<file path="config.mk">
export PLATFORM = sky130hd
export DESIGN_NAME = transfer_frame_deframer_crc_unit_flat
export DESIGN_NICKNAME = d
export VERILOG_FILES = /design/src/rtl/core/tfd_pkg.sv /design/src/rtl/core/tfd_if.sv /design/src/rtl/core/transfer_frame_deframer_crc_unit.sv /design/src/flat_wrapper.sv
export SDC_FILE = /design/constraint.sdc
export NUM_CORES = 1
export LEC_CHECK = 0
export BUFFER_PORTS_ARGS = -buffer_cell sky130_fd_sc_hd__buf_4
export CORE_MARGIN = 2
export CORE_UTILIZATION = 50
export DETAILED_ROUTE_END_ITERATION = 8
export GPL_TIMING_DRIVEN = 0
export HOLD_SLACK_MARGIN = 0.02
export PLACE_DENSITY = 0.68
export SYNTH_ARGS = -nofsm -noshare
export SYNTH_HDL_FRONTEND = slang
export SYNTH_SLANG_ARGS = --single-unit
export TNS_END_PERCENT = 30
</file>
<file path="constraint.sdc">
create_clock -name clk -period 24.6 [get_ports clk]
set_input_delay 3.69 -clock clk [delete_from_list [all_inputs] [get_ports clk]]
set_output_delay 3.69 -clock clk [all_outputs]
set_load 0.005 [all_outputs]
</file>
<file path="src/rtl/core/tfd_pkg.sv">
// ----------------------------------------------------------------------------
// tfd_pkg
// Shared types, constants and the byte-wide CRC-32 step of the frame deframer.
// ----------------------------------------------------------------------------
package tfd_pkg;

  localparam int HEADER_BYTES = 24;
  localparam int HDR_BITS     = HEADER_BYTES * 8;
  localparam int HCNT_W       = $clog2(HEADER_BYTES + 1);

  localparam logic [31:0] FRAME_MAGIC = 32'h53414B4E;
  localparam logic [31:0] CRC_POLY    = 32'hEDB88320;
  localparam logic [31:0] CRC_INIT    = 32'hFFFFFFFF;
  localparam logic [15:0] FLAG_ENC    = 16'h0001;
  localparam logic [15:0] FLAG_CMP    = 16'h0002;

  localparam logic [31:0] MAX_PAYLOAD_RST = 32'd16777216;
  localparam logic [7:0]  DATA_TYPE_RST   = 8'd2;

  // configuration register indexes
  localparam logic [7:0] REG_MAX_PAYLOAD = 8'd0;
  localparam logic [7:0] REG_DATA_TYPE   = 8'd1;

  // result item kinds
  localparam logic [1:0] KIND_ABSORB   = 2'd0;
  localparam logic [1:0] KIND_HDR_DONE = 2'd1;
  localparam logic [1:0] KIND_PAYLOAD  = 2'd2;
  localparam logic [1:0] KIND_STOPPED  = 2'd3;

  // crc verdicts
  localparam logic [1:0] VERDICT_NONE     = 2'd0;
  localparam logic [1:0] VERDICT_MATCH    = 2'd1;
  localparam logic [1:0] VERDICT_MISMATCH = 2'd2;

  // fault codes
  localparam logic [1:0] FAULT_NONE      = 2'd0;
  localparam logic [1:0] FAULT_MAGIC     = 2'd1;
  localparam logic [1:0] FAULT_OVERSIZE  = 2'd2;

  typedef logic [7:0]  byte_t;
  typedef logic [15:0] flags_t;
  typedef logic [31:0] word32_t;

  typedef struct packed {
    logic [1:0] item_kind;
    byte_t      frame_kind;
    flags_t     frame_flags;
    word32_t    chunk_number;
    word32_t    payload_length;
    word32_t    plain_length;
    byte_t      data_byte;
    logic       frame_end;
    logic [1:0] crc_verdict;
    logic [1:0] fault_code;
  } res_t;

  function automatic word32_t crc_byte(word32_t crc, byte_t b);
    word32_t c;
    c = crc ^ {24'd0, b};
    for (int i = 0; i < 8; i++) begin
      c = (c >> 1) ^ (CRC_POLY & {32{c[0]}});
    end
    return c;
  endfunction

  function automatic logic [1:0] crc_verdict_f(byte_t kind, flags_t flags, byte_t code,
                                               word32_t crc, word32_t hdr_crc);
    logic [1:0] v;
    if (kind != code || (flags & (FLAG_ENC | FLAG_CMP)) != 16'd0) begin
      v = VERDICT_NONE;
    end else if ((crc ^ CRC_INIT) == hdr_crc) begin
      v = VERDICT_MATCH;
    end else begin
      v = VERDICT_MISMATCH;
    end
    return v;
  endfunction

endpackage

</file>
<file path="src/rtl/core/tfd_if.sv">
// ----------------------------------------------------------------------------
// tfd interfaces
// Valid/ready channels of the frame deframer: byte input, result, config.
// ----------------------------------------------------------------------------
interface tfd_rx_if import tfd_pkg::*; ();
  logic  valid;
  logic  ready;
  byte_t rx_byte;

  modport source (output valid, output rx_byte, input ready);
  modport sink   (input valid, input rx_byte, output ready);
endinterface

interface tfd_res_if import tfd_pkg::*; ();
  logic       valid;
  logic       ready;
  logic [1:0] item_kind;
  byte_t      frame_kind;
  flags_t     frame_flags;
  word32_t    chunk_number;
  word32_t    payload_length;
  word32_t    plain_length;
  byte_t      data_byte;
  logic       frame_end;
  logic [1:0] crc_verdict;
  logic [1:0] fault_code;

  modport source (output valid, output item_kind, output frame_kind, output frame_flags,
                  output chunk_number, output payload_length, output plain_length,
                  output data_byte, output frame_end, output crc_verdict,
                  output fault_code, input ready);
  modport sink   (input valid, input item_kind, input frame_kind, input frame_flags,
                  input chunk_number, input payload_length, input plain_length,
                  input data_byte, input frame_end, input crc_verdict,
                  input fault_code, output ready);
endinterface

interface tfd_cfg_if import tfd_pkg::*; ();
  logic    valid;
  logic    ready;
  byte_t   index;
  word32_t data;

  modport source (output valid, output index, output data, input ready);
  modport sink   (input valid, input index, input data, output ready);
endinterface

</file>
<file path="src/rtl/core/transfer_frame_deframer_crc_unit.sv">
// ----------------------------------------------------------------------------
// transfer_frame_deframer_crc_unit
// Length-prefixed frame deframer: header parse, payload pass-through, CRC-32.
// ----------------------------------------------------------------------------
// rx carries one received byte per word. Each accepted byte yields exactly one
// result word on tx: header byte absorbed, header complete, payload byte, or
// stopped. The 24-byte big-endian header is gathered in a shift register;
// payload bytes pass through while a byte-wide CRC-32 runs over them, and the
// last payload byte of an unencrypted, uncompressed data chunk carries the
// CRC verdict. A bad magic or oversize payload stops the block until reset.
// Results are registered; throughput is one word per cycle while tx takes
// them, set by the combinational CRC byte update and header compare.
// A two-entry output stage (result register plus skid) keeps rx ready for one
// more word while tx is stalled; rx ready drops only when both are full.
// cfg takes register writes at any time (ready is always high); they are meant
// for idle periods and apply to later headers (type code: to later verdicts).
// Reset (rst, synchronous) clears the parser, the CRC, the stop state, the
// output stage and sets the registers to their defaults. No clearing pass.
// ----------------------------------------------------------------------------
module transfer_frame_deframer_crc_unit import tfd_pkg::*; (
  input logic        clk,
  input logic        rst,
  tfd_rx_if.sink     rx,
  tfd_res_if.source  tx,
  tfd_cfg_if.sink    cfg
);

  logic [HCNT_W-1:0]   header_count, header_count_next;
  logic [HDR_BITS-1:0] header_shift;
  word32_t             bytes_left, bytes_left_next;
  word32_t             running_crc, running_crc_next;
  logic                stopped_flag, stopped_flag_next;
  logic [1:0]          fault_held, fault_held_next;
  word32_t             max_payload_bytes;
  byte_t               data_chunk_type_code;

  res_t                out_q, skid_q, res;
  logic                out_valid, skid_valid;

  logic                rx_fire, tx_fire, hdr_shift_en, hdr_done;
  logic [HDR_BITS-1:0] hdr_new, hdr_src;
  word32_t             crc_step;
  byte_t               b;

  assign b        = rx.rx_byte;
  assign rx.ready = !skid_valid;
  assign rx_fire  = rx.valid && rx.ready;
  assign tx_fire  = out_valid && tx.ready;
  assign cfg.ready = 1'b1;

  assign hdr_new  = {header_shift[HDR_BITS-9:0], b};
  assign crc_step = crc_byte(running_crc, b);

  always_comb begin
    header_count_next = header_count;
    bytes_left_next   = bytes_left;
    running_crc_next  = running_crc;
    stopped_flag_next = stopped_flag;
    fault_held_next   = fault_held;
    hdr_shift_en      = 1'b0;
    hdr_done          = 1'b0;
    hdr_src           = header_shift;
    res               = '0;

    if (stopped_flag) begin
      res.item_kind  = KIND_STOPPED;
      res.fault_code = fault_held;
    end else if (bytes_left != 32'd0) begin
      running_crc_next = crc_step;
      bytes_left_next  = bytes_left - 32'd1;
      res.item_kind    = KIND_PAYLOAD;
      res.data_byte    = b;
      if (bytes_left_next == 32'd0) begin
        res.frame_end   = 1'b1;
        res.crc_verdict = crc_verdict_f(header_shift[151:144], header_shift[143:128],
                                        data_chunk_type_code, crc_step,
                                        header_shift[31:0]);
      end
    end else begin
      hdr_shift_en = 1'b1;
      if (header_count == HCNT_W'(HEADER_BYTES - 1)) begin
        hdr_done          = 1'b1;
        hdr_src           = hdr_new;
        header_count_next = '0;
        if (hdr_new[191:160] != FRAME_MAGIC) begin
          stopped_flag_next = 1'b1;
          fault_held_next   = FAULT_MAGIC;
          res.item_kind     = KIND_STOPPED;
          res.fault_code    = FAULT_MAGIC;
        end else if (hdr_new[95:64] > max_payload_bytes) begin
          stopped_flag_next = 1'b1;
          fault_held_next   = FAULT_OVERSIZE;
          res.item_kind     = KIND_STOPPED;
          res.fault_code    = FAULT_OVERSIZE;
        end else begin
          res.item_kind    = KIND_HDR_DONE;
          running_crc_next = CRC_INIT;
          bytes_left_next  = hdr_new[95:64];
          if (hdr_new[95:64] == 32'd0) begin
            res.frame_end   = 1'b1;
            res.crc_verdict = crc_verdict_f(hdr_new[151:144], hdr_new[143:128],
                                            data_chunk_type_code, CRC_INIT,
                                            hdr_new[31:0]);
          end
        end
      end else begin
        header_count_next = header_count + HCNT_W'(1);
        res.item_kind     = KIND_ABSORB;
      end
    end

    if (stopped_flag || bytes_left != 32'd0 || hdr_done) begin
      res.frame_kind     = hdr_src[151:144];
      res.frame_flags    = hdr_src[143:128];
      res.chunk_number   = hdr_src[127:96];
      res.payload_length = hdr_src[95:64];
      res.plain_length   = hdr_src[63:32];
    end
  end

  always_ff @(posedge clk) begin
    if (rst) begin
      header_count <= '0;
      bytes_left   <= '0;
      running_crc  <= CRC_INIT;
      stopped_flag <= 1'b0;
      fault_held   <= FAULT_NONE;
    end else if (rx_fire) begin
      header_count <= header_count_next;
      bytes_left   <= bytes_left_next;
      running_crc  <= running_crc_next;
      stopped_flag <= stopped_flag_next;
      fault_held   <= fault_held_next;
    end
  end

  always_ff @(posedge clk) begin
    if (rx_fire && hdr_shift_en) begin
      header_shift <= hdr_new;
    end
  end

  always_ff @(posedge clk) begin
    if (rst) begin
      max_payload_bytes    <= MAX_PAYLOAD_RST;
      data_chunk_type_code <= DATA_TYPE_RST;
    end else if (cfg.valid && cfg.ready) begin
      case (cfg.index)
        REG_MAX_PAYLOAD: max_payload_bytes    <= cfg.data;
        REG_DATA_TYPE:   data_chunk_type_code <= cfg.data[7:0];
        default: ;
      endcase
    end
  end

  // output register plus skid
  always_ff @(posedge clk) begin
    if (rst) begin
      out_valid  <= 1'b0;
      skid_valid <= 1'b0;
    end else if (skid_valid) begin
      if (tx_fire) begin
        out_q      <= skid_q;
        skid_valid <= 1'b0;
      end
    end else if (rx_fire) begin
      if (!out_valid || tx_fire) begin
        out_q     <= res;
        out_valid <= 1'b1;
      end else begin
        skid_q     <= res;
        skid_valid <= 1'b1;
      end
    end else if (tx_fire) begin
      out_valid <= 1'b0;
    end
  end

  assign tx.valid          = out_valid;
  assign tx.item_kind      = out_q.item_kind;
  assign tx.frame_kind     = out_q.frame_kind;
  assign tx.frame_flags    = out_q.frame_flags;
  assign tx.chunk_number   = out_q.chunk_number;
  assign tx.payload_length = out_q.payload_length;
  assign tx.plain_length   = out_q.plain_length;
  assign tx.data_byte      = out_q.data_byte;
  assign tx.frame_end      = out_q.frame_end;
  assign tx.crc_verdict    = out_q.crc_verdict;
  assign tx.fault_code     = out_q.fault_code;

`ifndef NO_ASSERTIONS
  a_skid_implies_out: assert property (@(posedge clk) disable iff (rst)
    skid_valid |-> out_valid)
    else $error("skid holds a word while the output register is empty");

  a_stop_sticky: assert property (@(posedge clk) disable iff (rst)
    stopped_flag |=> stopped_flag)
    else $error("stop state left without reset");

  a_fault_matches_stop: assert property (@(posedge clk) disable iff (rst)
    stopped_flag == (fault_held != FAULT_NONE))
    else $error("held fault disagrees with stop state");

  a_count_range: assert property (@(posedge clk) disable iff (rst)
    header_count < HCNT_W'(HEADER_BYTES))
    else $error("header count out of range");

  a_payload_no_header: assert property (@(posedge clk) disable iff (rst)
    bytes_left != 32'd0 |-> header_count == '0)
    else $error("payload in flight with a partial header");
`endif

endmodule

</file>
<file path="src/flat_wrapper.sv">
// flat-port wrapper written by rule: the top's interface ports become plain ports
module transfer_frame_deframer_crc_unit_flat import tfd_pkg::*;
  (clk, rst, rx_valid, rx_rx_byte, rx_ready, tx_valid, tx_item_kind, tx_frame_kind, tx_frame_flags, tx_chunk_number, tx_payload_length, tx_plain_length, tx_data_byte, tx_frame_end, tx_crc_verdict, tx_fault_code, tx_ready, cfg_valid, cfg_index, cfg_data, cfg_ready);
  tfd_rx_if rx_i ();
  tfd_res_if tx_i ();
  tfd_cfg_if cfg_i ();
  input logic clk;
  input logic rst;
  input wire logic [$bits(rx_i.valid)-1:0] rx_valid;
  input wire logic [$bits(rx_i.rx_byte)-1:0] rx_rx_byte;
  output wire logic [$bits(rx_i.ready)-1:0] rx_ready;
  output wire logic [$bits(tx_i.valid)-1:0] tx_valid;
  output wire logic [$bits(tx_i.item_kind)-1:0] tx_item_kind;
  output wire logic [$bits(tx_i.frame_kind)-1:0] tx_frame_kind;
  output wire logic [$bits(tx_i.frame_flags)-1:0] tx_frame_flags;
  output wire logic [$bits(tx_i.chunk_number)-1:0] tx_chunk_number;
  output wire logic [$bits(tx_i.payload_length)-1:0] tx_payload_length;
  output wire logic [$bits(tx_i.plain_length)-1:0] tx_plain_length;
  output wire logic [$bits(tx_i.data_byte)-1:0] tx_data_byte;
  output wire logic [$bits(tx_i.frame_end)-1:0] tx_frame_end;
  output wire logic [$bits(tx_i.crc_verdict)-1:0] tx_crc_verdict;
  output wire logic [$bits(tx_i.fault_code)-1:0] tx_fault_code;
  input wire logic [$bits(tx_i.ready)-1:0] tx_ready;
  input wire logic [$bits(cfg_i.valid)-1:0] cfg_valid;
  input wire logic [$bits(cfg_i.index)-1:0] cfg_index;
  input wire logic [$bits(cfg_i.data)-1:0] cfg_data;
  output wire logic [$bits(cfg_i.ready)-1:0] cfg_ready;
  assign rx_i.valid = rx_valid;
  assign rx_i.rx_byte = rx_rx_byte;
  assign rx_ready = rx_i.ready;
  assign tx_valid = tx_i.valid;
  assign tx_item_kind = tx_i.item_kind;
  assign tx_frame_kind = tx_i.frame_kind;
  assign tx_frame_flags = tx_i.frame_flags;
  assign tx_chunk_number = tx_i.chunk_number;
  assign tx_payload_length = tx_i.payload_length;
  assign tx_plain_length = tx_i.plain_length;
  assign tx_data_byte = tx_i.data_byte;
  assign tx_frame_end = tx_i.frame_end;
  assign tx_crc_verdict = tx_i.crc_verdict;
  assign tx_fault_code = tx_i.fault_code;
  assign tx_i.ready = tx_ready;
  assign cfg_i.valid = cfg_valid;
  assign cfg_i.index = cfg_index;
  assign cfg_i.data = cfg_data;
  assign cfg_ready = cfg_i.ready;
  transfer_frame_deframer_crc_unit u_core (.clk(clk), .rst(rst), .rx(rx_i), .tx(tx_i), .cfg(cfg_i));
endmodule
</file>
# == Word-level counts from Yosys, hierarchy flattened ==
# Cells that the tools add are included.
# totals
register_bits,568
# op_classes
n_addsub,2
magnitude_cmp,1
n_eq_ne,10
n_mux,57
bitwise_logic,15
n_reduce_logical,30
# op_table
op,n
$mux 135,4
$mux 152,3
$mux 32,8
$xor 31x32->32,8
$mux 120,1
$logic_not 32->1,3
$eq 32x32->1,1
$gt 32x32->1,1
$ne 32x31->1 const B,1
$not 32->32,1
$reduce_bool 16->1,2
$reduce_bool 32->1,1
$sub 32x1->32 const B,1
$xor 32x8->32,1
$mux 2,15
$mux 1,17
$ne 8x8->1,2
$mux 3,5
$mux 11,1
$mux 5,2
$reduce_and 5->1,2
$reduce_bool 2->1,5
$eq 8x1->1 const B,1
$logic_not 8->1,1
12 further kinds,28

# == Longest topological paths before layout ==
# depth
depth_word,19
depth_mapped,17

# == Worst setup path after synthesis ==
# OpenSTA, ideal clock, no wires.
# synth_path
kind,input port to flip-flop
from,in rst
to,reg u_core.skid_q[0] in the netlist's numbering (enable)
t_arrival_ns,17.819
required_time_ns,23.594
setup_slack_ns,5.776
path_stages,3
path_cell_list,clkbuf_1 > clkbuf_1 > nor4b_1
# synth_via
elab_chain_len,2
# synth_lines
element,line,rtl
start: declaration,flat_wrapper.sv:8,input logic rst;
$not 1->1 (no source line),n/a,
$reduce_and 4->1 (no source line),n/a,
end signal: assignment,transfer_frame_deframer_crc_unit.sv:171,skid_q <= res;
end: declaration,transfer_frame_deframer_crc_unit.sv:37,"res_t out_q, skid_q, res;"
# No other way between the ends.
# A chain may end at the register's enable or synchronous reset.

# == Worst setup path in the final report ==
# layout_path
from,reg u_core.skid_valid
to,out rx_ready
# layout_via
elab_chain_len,1
# layout_lines
element,line,rtl
start: declaration,transfer_frame_deframer_crc_unit.sv:38,"logic out_valid, skid_valid;"
start signal: assignment,transfer_frame_deframer_crc_unit.sv:160,skid_valid <= 1'b0;
start signal: assignment,transfer_frame_deframer_crc_unit.sv:164,skid_valid <= 1'b0;
start signal: assignment,transfer_frame_deframer_crc_unit.sv:172,skid_valid <= 1'b1;
$logic_not 1->1,transfer_frame_deframer_crc_unit.sv:46,assign rx.ready = !skid_valid;
end: declaration,flat_wrapper.sv:11,output wire logic [$bits(rx_i.ready)-1:0] rx_ready;
# No other way between the ends.

==> flow_summary.ini <==
[routing]
antenna_left = 0
detail_route.vias_per_cell = 5.63
first_pass_iters = 5
wl_per_cell_um = 21.2
drc_errors = 0
drtIter0Drc = 1288
routed_wl_mm = 62.8
num_vias = 16600

[power_and_ir_drop]
p_leak_nw = 10.2
p_per_area_nw_per_um2 = 128
ir_worst_vdd_v = 0.0000807

[floorplanning]
die_y_um = 226
core_um2 = 49000
start_util = 0.506
io_pins = 191
die_w_um = 226
num_rows = 81
die-area_um2 = 51300

[placement]
dpl_worst_slack_ns = 17.72
portBuffers = 188
postPlaceCellArea_um2 = 27400
gp_congestion = 0.913
hpwl_mm = 45.5

[grt]
grt_pass1_vias = 16200
grt_overflow = 0
grt_max_degree = 40
grt_first_pass_wirelength_mm = 94.7
gr-usage-all-layers = 0.244
antenna_found_initial = 0

[sta]
finalSetupViolCount = 0
finClkSkew_ns = 0.0310
final.setup.tns_ns = 0
hold_viol = 0
period_needed_ns = 6.49
tightest_slew_ns = 1.28
finalCritPeriodShare = 0.264
finalMaxSlewViolations = 0
relSlewSlack = 0.142
rsz0062_at_grt = false
final.setup.worst_slack_ns = 18.11
fmax_mhz = 154

[synthesis]
synthArstFlopShare = 0
ys_seq_area_frac = 0.643
synth_warnings = 0
synth.distinct_cells = 73
synth_nets = 2056
synth_flop_cell = edfxtp_1
netlist_area_um2 = 24800
synth-edff-count = 454
syn_inst = 1968
synth-seq-cells = 568
synth_area_per_cell_um2 = 12.6

[hold_path]
worstHoldEndpoint = u_core.header_shift[176]
min_path_type = reg -> reg
holdPathStages = 0
min_from = u_core.header_shift[168]

[clock_network]
post_cts_buffers = 0
clockRootBuffer = clkbuf_16
cts_tree = done
insertion_delay_ns = 0.62
cts-buffers-inserted = 56
hold_buffers = 0
clkTransAtPathRegs_ns = 0.06
clkSinkCount = 568
htreeDepth = 2
cts_resized = 0
max-clock-path-buffers = 3

[layout]
area_delta_synth_final_pct = 18.8
final_util = 0.601
nNetsFinal = 2332
finalInstanceArea_um2 = 29400
num_antenna_cells = 0
layout-drive-gt1-share = 0.214

[worst_setup_path]
worst-r2r-setup-slack_ns = 19.85
worstPathMaxFanout = 10
rr_endpoint = u_core.bytes_left[21]
slowest_stage = clkbuf_1
worstPathCellList = clkbuf_1 -> inv_2 -> clkbuf_1 -> buf_1 -> buf_4
cp-end-kind = primary output
reg2regPathDepth = 14
crit_arrival_ns = 2.80
timing.rr.start = u_core.bytes_left[0]
start_kind = register
cpMostUsedCell = clkbuf_1
critical_path_class = reg -> out
critPathRequiredTime_ns = 20.91
critPathMaxStageDelay_ns = 0.67

[flow_run]
cap_violations = 0

[outcome]
outcome = finished, final reports clean
-- flip-flops by register name (all words and copies together), names as in the netlist --
name / count
u_core.running_crc: 32
u_core.skid_q: 135
u_core.bytes_left: 32
u_core.fault_held: 2
u_core.header_shift: 184
u_core.skid_valid: 1
u_core.tx.fault_code: 2
u_core.tx.data_byte: 8
u_core.tx.frame_end: 1
u_core.tx.frame_kind: 8
u_core.tx.chunk_number: 32
u_core.tx.payload_length: 32
u_core.tx.plain_length: 32
u_core.tx.item_kind: 2
u_core.max_payload_bytes: 32
u_core.tx.valid: 1
u_core.tx.frame_flags: 16
u_core.stopped_flag: 1
u_core.tx.crc_verdict: 2
u_core.data_chunk_type_code: 8
u_core.header_count: 5
-- placed cells by master, fill, tap and decap left out, drive strengths merged, types with 6 or more instances in the layout --
master / netlist / layout
edfxtp: 454 / 454
nand2: 342 / 342
buf: 19 / 237
o21ai: 154 / 154
clkbuf: 80 / 149
mux2: 133 / 133
dfxtp: 114 / 114
a21oi: 87 / 87
xnor2: 83 / 83
nor2: 67 / 67
xor2: 46 / 46
inv: 43 / 45
ha: 35 / 35
nor4: 35 / 35
nor3: 24 / 24
nand4: 22 / 22
clkinv: 0 / 21
nand3: 20 / 20
a2bb2oi: 20 / 20
or4: 19 / 19
nand2b: 13 / 13
or3: 13 / 13
o22a: 11 / 11
and2: 10 / 10
a211o: 9 / 9
mux2i: 9 / 9
bufinv: 0 / 9
a21o: 8 / 8
o22ai: 8 / 8
nor2b: 7 / 7
nor4b: 6 / 6
-- how the worst max path moves through the flow --
stage                 startpoint                       end  slack, ns  cells past startpoint
3_5_place_dp       rx_rx_byte[0]  u_core.tx.crc_verdict[0]      17.72                     10
6_report       u_core.skid_valid                  rx_ready      18.11                      5
5_1_grt        u_core.skid_valid                  rx_ready      17.98                      5
4_1_cts        u_core.skid_valid                  rx_ready      18.14                      5
2_1_floorplan                rst          u_core.skid_q[0]       5.78                      3
3_3_place_gp                 rst        u_core.skid_q[101]      -1.22                      3
-- Yosys cell counts, types with 6 or more instances --
cell / count / area [um2]
a211o_1: 9 / 78.8
a21o_1: 8 / 60.1
a21oi_1: 87 / 435
a2bb2oi_1: 20 / 175
and2_1: 10 / 62.6
buf_2: 14 / 70.1
clkbuf_1: 80 / 300
dfxtp_1: 114 / 2280
edfxtp_1: 454 / 13600
ha_1: 35 / 438
inv_1: 42 / 158
mux2_2: 133 / 1500
mux2i_1: 9 / 90.1
nand2_1: 342 / 1280
nand2b_1: 13 / 81.3
nand3_1: 20 / 100
nand4_1: 22 / 138
nor2_1: 67 / 251
nor2b_1: 7 / 43.8
nor3_1: 23 / 115
nor4_1: 34 / 213
nor4b_1: 6 / 52.6
o21ai_0: 63 / 315
o21ai_1: 91 / 455
o22a_1: 11 / 96.3
o22ai_1: 8 / 50.1
or3_1: 13 / 81.3
or4_1: 19 / 143
xnor2_1: 73 / 639
xnor2_4: 8 / 220
xor2_1: 43 / 377
-- routing by layer --
metal	GRT usage	up-vias	routed length [um]
li1	-	7776	-
met1	0.324	8171	27000
met2	0.405	549	30100
met3	0.0350	132	3380
met4	0.0947	0	2330
met5	0	-	0
-- critical path: cells and delay by family (launching register included) --
kind / cells / cell delay [ns]
buffers and inverters: 5 / 1.87
flip-flops: 1 / 0.30
-- final cells by class --
| class | count | area [um2] |
|---|---|---|
| Sequential cell | 568 | 15900 |
| Multi-Input combinational cell | 1258 | 8310 |
| Timing Repair Buffer | 218 | 1810 |
| Clock inverter | 36 | 445 |
| Clock buffer | 69 | 1540 |
| Tap cell | 664 | 831 |
| Inverter | 43 | 161 |
| Buffer | 99 | 393 |
| Fill cell | 3883 | 19500 |
-- per-stage QoR --
stage                     hold WS [ns]  total power, mW  cells
after CTS                        0.443             3.77   2955
after detailed placement         0.429             2.85   2850
after floorplan                  0.417             2.42   1968
after global placement           0.425             2.85   2820
final                            0.440             3.76   2955
after global routing             0.453             3.96   2955
-- kinds of logic after synthesis --
logic type / after synthesis / synth area share
other cells: 1 / 0.000152
xor+xnor: 132 / 0.0565
buf+inv: 142 / 0.0224
mux: 142 / 0.0641
simple gates: 609 / 0.115
fa+ha+maj: 35 / 0.0177
flops: 568 / 0.643
compound gates: 339 / 0.0815
-- report_power, final --
group / total [mW] / internal (mW) / switching, mW
clock: 0.910 / 0.541 / 0.369
combinational: 1.39 / 0.553 / 0.838
sequential: 1.46 / 1.32 / 0.143
total: 3.76 / 2.41 / 1.35
(Power assumes the default switching activity.)
